### src/sv/enq_frame_receiver_sum_check_macros.svh
// ----------------------------------------------------------------------------
// Assertion macros for the frame receiver
// Checks are clocked on clk and held off while rst_n is low.
// ----------------------------------------------------------------------------
`ifndef ENQ_FRAME_RECEIVER_SUM_CHECK_MACROS_SVH
`define ENQ_FRAME_RECEIVER_SUM_CHECK_MACROS_SVH

// same-cycle implication
`define EFRSC_ASSERT_NOW(label, ante, cons, msg) \
  label: assert property (@(posedge clk) disable iff (!rst_n) (ante) |-> (cons)) \
    else $error(msg);

// next-cycle implication
`define EFRSC_ASSERT_NEXT(label, ante, cons, msg) \
  label: assert property (@(posedge clk) disable iff (!rst_n) (ante) |=> (cons)) \
    else $error(msg);

`endif

### src/sv/efrsc_pkg.sv
// ----------------------------------------------------------------------------
// efrsc_pkg
// Shared types, codes and reset values of the frame receiver.
// ----------------------------------------------------------------------------
package efrsc_pkg;

  localparam logic [2:0] EV_NONE    = 3'd0;
  localparam logic [2:0] EV_TAKEN   = 3'd1;
  localparam logic [2:0] EV_ACKED   = 3'd2;
  localparam logic [2:0] EV_PENDING = 3'd3;
  localparam logic [2:0] EV_BADSUM  = 3'd4;
  localparam logic [2:0] EV_BADLEN  = 3'd5;
  localparam logic [2:0] EV_TIMEOUT = 3'd6;

  localparam logic [7:0] CFG_TIMEOUT = 8'd0;
  localparam logic [7:0] CFG_START   = 8'd1;
  localparam logic [7:0] CFG_ACK     = 8'd2;
  localparam logic [7:0] CFG_NAK     = 8'd3;

  localparam logic [15:0] TIMEOUT_RST = 16'd1000;
  localparam logic [7:0]  START_RST   = 8'd5;
  localparam logic [7:0]  ACK_RST     = 8'd6;
  localparam logic [7:0]  NAK_RST     = 8'h15;
  localparam logic [7:0]  MIN_LEN     = 8'd3;

  localparam logic       REQ_BYTE = 1'b0;
  localparam logic       REQ_TICK = 1'b1;

  typedef struct packed {
    logic       req_type;
    logic [7:0] rx_byte;
    logic       tx_pending;
  } item_t;

  typedef struct packed {
    logic [2:0] event_res;
    logic       reply_valid;
    logic [7:0] reply_byte;
    logic [7:0] frame_header;
    logic [7:0] frame_length;
    logic       payload_valid;
    logic [7:0] payload_byte;
    logic [7:0] payload_index;
  } res_t;

endpackage

### src/sv/efrsc_in_reg.sv
// ----------------------------------------------------------------------------
// efrsc_in_reg
// Input request register; holds one request until the core takes it.
// ----------------------------------------------------------------------------
module efrsc_in_reg (
  input  logic                 clk,
  input  logic                 rst_n,
  input  logic                 in_valid,
  input  logic                 in_stall,
  input  efrsc_pkg::item_t     in_item,
  output logic                 s1_valid,
  output efrsc_pkg::item_t     s1_item
);

  logic             valid_r;
  efrsc_pkg::item_t item_r;

  always_ff @(posedge clk) begin
    if (!rst_n) begin
      valid_r <= 1'b0;
    end else if (!in_stall) begin
      valid_r <= in_valid;
    end
  end

  always_ff @(posedge clk) begin
    if (in_valid && !in_stall) begin
      item_r <= in_item;
    end
  end

  assign s1_valid = valid_r;
  assign s1_item  = item_r;

endmodule

### src/sv/efrsc_core.sv
// ----------------------------------------------------------------------------
// efrsc_core
// Config registers, frame state and the per-request decode logic.
// ----------------------------------------------------------------------------
module efrsc_core (
  input  logic             clk,
  input  logic             rst_n,
  input  logic             cfg_we,
  input  logic [7:0]       cfg_index,
  input  logic [15:0]      cfg_data,
  input  logic             fire,
  input  efrsc_pkg::item_t item,
  output efrsc_pkg::res_t  res
);

  logic [15:0] timeout_r;
  logic [7:0]  start_r, ack_r, nak_r;

  logic [7:0]  count_r, count_nxt;
  logic [7:0]  header_r, header_nxt;
  logic [7:0]  length_r, length_nxt;
  logic [7:0]  sum_r, sum_nxt;
  logic [15:0] idle_r, idle_nxt;
  logic [16:0] idle_inc;

  always_ff @(posedge clk) begin
    if (!rst_n) begin
      timeout_r <= efrsc_pkg::TIMEOUT_RST;
      start_r   <= efrsc_pkg::START_RST;
      ack_r     <= efrsc_pkg::ACK_RST;
      nak_r     <= efrsc_pkg::NAK_RST;
    end else if (cfg_we) begin
      case (cfg_index)
        efrsc_pkg::CFG_TIMEOUT: timeout_r <= cfg_data;
        efrsc_pkg::CFG_START:   start_r   <= cfg_data[7:0];
        efrsc_pkg::CFG_ACK:     ack_r     <= cfg_data[7:0];
        efrsc_pkg::CFG_NAK:     nak_r     <= cfg_data[7:0];
        default: ;
      endcase
    end
  end

  assign idle_inc = {1'b0, idle_r} + 17'd1;

  always_comb begin
    count_nxt  = count_r;
    header_nxt = header_r;
    length_nxt = length_r;
    sum_nxt    = sum_r;
    idle_nxt   = idle_r;
    res        = '0;
    res.event_res = efrsc_pkg::EV_NONE;

    if (item.req_type == efrsc_pkg::REQ_TICK) begin
      if (idle_inc >= {1'b0, timeout_r}) begin
        idle_nxt = '0;
        if (count_r != 8'd0) begin
          res.event_res = efrsc_pkg::EV_TIMEOUT;
          count_nxt     = '0;
        end
      end else begin
        idle_nxt = idle_inc[15:0];
      end
    end else begin
      idle_nxt = '0;
      if (count_r == 8'd0) begin
        if (item.rx_byte == start_r) begin
          count_nxt     = 8'd1;
          sum_nxt       = '0;
          header_nxt    = '0;
          length_nxt    = '0;
          res.event_res = efrsc_pkg::EV_TAKEN;
        end
      end else if (count_r == 8'd1) begin
        header_nxt    = item.rx_byte;
        sum_nxt       = item.rx_byte;
        count_nxt     = 8'd2;
        res.event_res = efrsc_pkg::EV_TAKEN;
      end else if (count_r == 8'd2) begin
        length_nxt = item.rx_byte;
        if (item.rx_byte < efrsc_pkg::MIN_LEN) begin
          res.event_res = efrsc_pkg::EV_BADLEN;
          count_nxt     = '0;
        end else begin
          sum_nxt       = sum_r + item.rx_byte;
          count_nxt     = 8'd3;
          res.event_res = efrsc_pkg::EV_TAKEN;
        end
      end else if (count_r == length_r) begin
        if (sum_r == item.rx_byte) begin
          if (item.tx_pending) begin
            res.event_res = efrsc_pkg::EV_PENDING;
          end else begin
            res.event_res   = efrsc_pkg::EV_ACKED;
            res.reply_valid = 1'b1;
            res.reply_byte  = ack_r;
          end
        end else begin
          res.event_res   = efrsc_pkg::EV_BADSUM;
          res.reply_valid = 1'b1;
          res.reply_byte  = nak_r;
        end
        count_nxt = '0;
      end else begin
        res.payload_valid = 1'b1;
        res.payload_byte  = item.rx_byte;
        res.payload_index = count_r - efrsc_pkg::MIN_LEN;
        sum_nxt           = sum_r + item.rx_byte;
        count_nxt         = count_r + 8'd1;
        res.event_res     = efrsc_pkg::EV_TAKEN;
      end
    end

    res.frame_header = header_nxt;
    res.frame_length = length_nxt;
  end

  always_ff @(posedge clk) begin
    if (!rst_n) begin
      count_r  <= '0;
      header_r <= '0;
      length_r <= '0;
      sum_r    <= '0;
      idle_r   <= '0;
    end else if (fire) begin
      count_r  <= count_nxt;
      header_r <= header_nxt;
      length_r <= length_nxt;
      sum_r    <= sum_nxt;
      idle_r   <= idle_nxt;
    end
  end

endmodule

### src/sv/efrsc_out_reg.sv
// ----------------------------------------------------------------------------
// efrsc_out_reg
// Result register toward the consumer.
// ----------------------------------------------------------------------------
module efrsc_out_reg (
  input  logic            clk,
  input  logic            rst_n,
  input  logic            adv,
  input  logic            s1_valid,
  input  efrsc_pkg::res_t res,
  output logic            out_valid,
  output efrsc_pkg::res_t out_res
);

  logic            valid_r;
  efrsc_pkg::res_t res_r;

  always_ff @(posedge clk) begin
    if (!rst_n) begin
      valid_r <= 1'b0;
    end else if (adv) begin
      valid_r <= s1_valid;
    end
  end

  always_ff @(posedge clk) begin
    if (adv && s1_valid) begin
      res_r <= res;
    end
  end

  assign out_valid = valid_r;
  assign out_res   = res_r;

endmodule

### src/sv/enq_frame_receiver_sum_check.sv
// ----------------------------------------------------------------------------
// enq_frame_receiver_sum_check: serial frame receiver with additive checksum
// Each accepted request passes the input reg, the decode logic, then the result reg.
// Throughput: 1 request per cycle through the single decode stage while out_stall is low.
// Reset: synchronous active-low rst_n; frame state to zero, config to defaults.
// ----------------------------------------------------------------------------
`include "enq_frame_receiver_sum_check_macros.svh"

module enq_frame_receiver_sum_check (
  input  logic        clk,
  input  logic        rst_n,
  input  logic        in_valid,
  output logic        in_stall,
  input  logic        in_req_type,
  input  logic [7:0]  in_rx_byte,
  input  logic        in_tx_pending,
  output logic        out_valid,
  input  logic        out_stall,
  output logic [2:0]  out_event_res,
  output logic        out_reply_valid,
  output logic [7:0]  out_reply_byte,
  output logic [7:0]  out_frame_header,
  output logic [7:0]  out_frame_length,
  output logic        out_payload_valid,
  output logic [7:0]  out_payload_byte,
  output logic [7:0]  out_payload_index,
  input  logic        cfg_valid,
  output logic        cfg_ready,
  input  logic [7:0]  cfg_index,
  input  logic [15:0] cfg_data
);

  efrsc_pkg::item_t in_item, s1_item;
  efrsc_pkg::res_t  core_res, out_res;
  logic             s1_valid, adv, fire;

  assign in_item.req_type   = in_req_type;
  assign in_item.rx_byte    = in_rx_byte;
  assign in_item.tx_pending = in_tx_pending;

  assign adv       = !out_valid || !out_stall;
  assign fire      = s1_valid && adv;
  assign in_stall  = s1_valid && !adv;
  assign cfg_ready = 1'b1;

  efrsc_in_reg u_in_reg (
    .clk      (clk),
    .rst_n    (rst_n),
    .in_valid (in_valid),
    .in_stall (in_stall),
    .in_item  (in_item),
    .s1_valid (s1_valid),
    .s1_item  (s1_item)
  );

  efrsc_core u_core (
    .clk       (clk),
    .rst_n     (rst_n),
    .cfg_we    (cfg_valid && cfg_ready),
    .cfg_index (cfg_index),
    .cfg_data  (cfg_data),
    .fire      (fire),
    .item      (s1_item),
    .res       (core_res)
  );

  efrsc_out_reg u_out_reg (
    .clk       (clk),
    .rst_n     (rst_n),
    .adv       (adv),
    .s1_valid  (s1_valid),
    .res       (core_res),
    .out_valid (out_valid),
    .out_res   (out_res)
  );

  assign out_event_res     = out_res.event_res;
  assign out_reply_valid   = out_res.reply_valid;
  assign out_reply_byte    = out_res.reply_byte;
  assign out_frame_header  = out_res.frame_header;
  assign out_frame_length  = out_res.frame_length;
  assign out_payload_valid = out_res.payload_valid;
  assign out_payload_byte  = out_res.payload_byte;
  assign out_payload_index = out_res.payload_index;

  `EFRSC_ASSERT_NOW(a_reply_event, out_valid && out_reply_valid, out_event_res == efrsc_pkg::EV_ACKED || out_event_res == efrsc_pkg::EV_BADSUM, "reply without ack/nak event")
  `EFRSC_ASSERT_NOW(a_payload_event, out_valid && out_payload_valid, out_event_res == efrsc_pkg::EV_TAKEN && out_payload_index <= 8'd252, "payload byte with bad event or index")
  `EFRSC_ASSERT_NOW(a_full_stall, s1_valid && out_valid && out_stall, in_stall, "input taken while both stages full")
  `EFRSC_ASSERT_NEXT(a_fire_fills, fire, out_valid, "decoded request lost")

endmodule
### config.mk
export PLATFORM = sky130hd
export DESIGN_NAME = enq_frame_receiver_sum_check
export DESIGN_NICKNAME = d
export VERILOG_FILES = /design/src/sv/efrsc_pkg.sv /design/src/sv/efrsc_in_reg.sv /design/src/sv/efrsc_core.sv /design/src/sv/efrsc_out_reg.sv /design/src/sv/enq_frame_receiver_sum_check.sv
export VERILOG_INCLUDE_DIRS = /design/src /design/src/sv
export SDC_FILE = /design/constraint.sdc
export NUM_CORES = 1
export LEC_CHECK = 0
export ABC_AREA = 1
export BUFFER_PORTS_ARGS = -buffer_cell sky130_fd_sc_hd__buf_4
export CORE_MARGIN = 5
export CORE_UTILIZATION = 42
export DETAILED_ROUTE_END_ITERATION = 8
export GPL_ROUTABILITY_DRIVEN = 0
export PLACE_DENSITY_LB_ADDON = 0.15
export SKIP_CTS_REPAIR_TIMING = 1
export SYNTH_ARGS = -nofsm -noshare
export SYNTH_HDL_FRONTEND = slang
export SYNTH_SLANG_ARGS = --single-unit
### constraint.sdc
create_clock -name clk -period 3.8 [get_ports clk]
set_input_delay 0.19 -clock clk [delete_from_list [all_inputs] [get_ports clk]]
set_output_delay 0.19 -clock clk [all_outputs]
set_load 0.01 [all_outputs]
==> qor.csv <==
metric;value;unit
area grow syn2layout;21.2;%
initial standard-cell utilization of the core;42.4;%
Layout Skew;0.0100;ns
buffer cell driving the clock tree root;clkbuf_16;
average instance area after synthesis;8.07;um2
number of unique standard cell types used by synthesis;42;
count of flip-flops with a built-in enable after synthesis;55;
Primary FF master, synth;dfxtp_1;
status;finished, violations left;
Horiz. Die Dim;141;um
Data required, critical path;4.13;ns
total CTS buffers;17;
hold path startpoint;cfg_data[8];
worst r2r src;u_core.idle_r[0]$_SDFFE_PN0P_;
number of synthesis warnings;0;
Min Clock Period, post-route;3.04;ns
overall routing resource usage;17.9;%
ratio of routed vias to standard cells;4.90;
number of remaining DRC errors;0;
headroom to the max-slew limit;47.3;%
CTS Sinks;145;
final setup violation count;0;
CP Class;reg2reg;
multi-input logic area;3240;um2
fraction of post-synthesis cell area in the top cell type by area;24.8;%
Max Root-Sink Buffers;2;
via count of the first global-routing pass;5757;
Max Slew Vio Count;0;
number of antenna repair diodes;0;
worst-case register-to-register setup slack;0.76;ns
ANT nets after route;0;
Max H-tree Level;4;
period utilisation layout;80.0;%
TritonRoute pass-1 iters;5;
slack of the critical path;0.759;ns
crit path to;u_core.idle_r[1]$_SDFFE_PN0P_;
leakage power summed over all cells;3.84;nW
via count;6034;
worst min-delay path category;in2reg;
Die Height;141;um
clock insertion delay at the later pin of the skew report;0.42;ns
sum of internal, switching and leakage power;0.00385;W
final wirelength;17.1;mm
post-synthesis register bit count;145;
die area;20000;um2
WL per Instance;13.9;um
Setup Total Neg Slack;0;ns
sequential area share after synthesis;47.6;%
reg-to-reg critical path endpoint;u_core.idle_r[1]$_SDFFE_PN0P_;
Post-Syn Nets;967;
DRT iter0 DRCs;329;
biggest area contributors in the synthesized netlist;dfxtp_1 25%, edfxtp_1 23%, nand2_1 10%;
top-level I/O count;87;
site row count;48;
first-pass GRT wire length;28.7;mm
transition time at the pin with the least slew margin;0.790;ns
# Max-Cap Violations;0;
Critical Path Source;u_core.idle_r[0]$_SDFFE_PN0P_;
RSZ-0062 raised after global routing;no;
power per cell area;438;nW/um2
Core Area;17100;um2
number of nets in the layout;1061;
Post-DP HPWL;12.4;mm
number of cells traversed by the worst register-to-register path;16;
most frequently used cell type in the post-synthesis netlist;nand2_1;
CP endpoint kind;flop;
sequential cell area;3450;um2
synthesized instance count;899;
dpl ws;0.729;ns
# fillers;1656;
share of synthesized registers carrying an async set or reset;0;%
highest net fanout along the worst path;16;
Port Buffer Count;85;
violated checks;hold timing;
maximum clock frequency;329;MHz
antenna violations before repair;0;
Min Hold Slack;-0.00453;ns
post-synth design cell area;7250;um2
total grt overflow;0;
Arrival @ worst endpoint;3.37;ns
count of final hold-check violations;1;
pin count of the biggest net entering global routing;67;
clock transition at the registers of the reported paths;0.05;ns
Max IR drop VDD;0.320;mV
proportion of layout cells with a drive suffix above 1;14.9;%
nature of the critical path startpoint;flop;
top post-synthesis cells by count;197 x nand2_1, 111 x inv_1, 90 x dfxtp_1, 88 x nor2_1, 82 x a21oi_1;
TritonCTS clock tree;yes;
library cell occupying the most area in the post-synthesis netlist;dfxtp_1;
## area by class of cell
cell class                      instances  area share, %
Sequential cell                       145           39.3
Multi-Input combinational cell        608           36.9
Timing Repair Buffer                  100           8.85
Clock buffer                           21           5.48
Inverter                              121           5.16
Tap cell                              225           3.20
Clock inverter                         11           1.18
## layout by cell type, fill, tap and decap left out, drive strengths merged
cell type,count
nand2,204
inv,118
nor2,96
dfxtp,90
buf,89
a21oi,83
o21ai,64
edfxtp,55
nand3,33
ha,28
nand4,22
clkbuf,21
o211ai,19
xnor2,15
xor2,14
clkinv,12
dlygate4sd3,11
nor3,8
a22oi,6
nor4,3
o21bai,2
a31oi,2
a21boi,2
or2,2
nand3b,1
nor3b,1
o21a,1
fa,1
conb,1
clkinvlp,1
bufinv,1
## flip-flops by register name, summed over array words and instances, names as in the netlist
signal,cells
u_core.timeout_r,16
u_core.idle_r,16
u_core.sum_r,8
u_out_reg.out_res,45
u_core.nak_r,8
u_core.header_r,8
u_in_reg.s1_valid,1
u_core.start_r,8
u_in_reg.s1_item,10
u_core.length_r,8
u_core.ack_r,8
u_core.count_r,8
u_out_reg.out_valid,1
## critical path, cell delays in order (launching register included)
cell and delay (ns):
dfxtp_1 0.39, ha_1 0.21, nand3_1 0.11, nor2_1 0.11, nand2_1 0.11, nor2_2 0.21
nand4_1 0.14, xnor2_1 0.23, ha_1 0.28, a21oi_1 0.13, a21boi_0 0.18, nand2_1 0.10
nand2_1 0.10, nand2_4 0.10, nor2_4 0.33, nand2_1 0.10, a21oi_1 0.14
## logic make-up after synthesis
family | share of synthesized area [%]
fa+ha+maj | 5.11
other cells | 0.0517
compound gates | 13.5
simple gates | 22.4
flops | 47.6
xor+xnor | 3.50
buf+inv | 7.80
## per-layer routing
layer | track usage [%] | vias to the layer above | wire length (um)
li1 | - | 3163 | -
met1 | 23.1 | 2709 | 7800
met2 | 29.8 | 138 | 8190
met3 | 4.01 | 24 | 816
met4 | 5.81 | 0 | 332
met5 | 0 | - | 0
## worst min path at each step
stage | to | slack (ns) | cells after the start
after floorplan | u_in_reg.s1_item[0]$_DFFE_PP_ | 0.29 | 0
after global placement | u_in_reg.s1_item[6]$_DFFE_PP_ | 0.37 | 1
after detailed placement | u_in_reg.s1_item[6]$_DFFE_PP_ | 0.37 | 1
after CTS | u_in_reg.s1_item[4]$_DFFE_PP_ | -0.07 | 1
after global routing | u_core.timeout_r[8]$_SDFFE_PN1P_ | 0.01 | 3
final | u_core.timeout_r[8]$_SDFFE_PN1P_ | -0.005 | 3
## power by group
part           switching [W]  leakage, nW  internal [W]
sequential         0.0000396         1.26       0.00169
combinational       0.000321         2.30      0.000180
clock               0.000646        0.286      0.000976
## stage by stage
| step | hold slack [ns] | utilization (%) | instance area (um2) | cells |
|---|---|---|---|---|
| floorplan | 0.289 | - | 7250 | 899 |
| global placement | 0.369 | 47.3 | 8100 | 1188 |
| detailed placement | 0.370 | 47.3 | 8100 | 1188 |
| CTS | -0.0744 | 50.7 | 8690 | 1220 |
| global route | 0.0112 | 51.4 | 8800 | 1231 |
| finish | -0.00453 | 51.4 | 8800 | 1231 |
No activity file was read; power rests on OpenSTA's default activity.
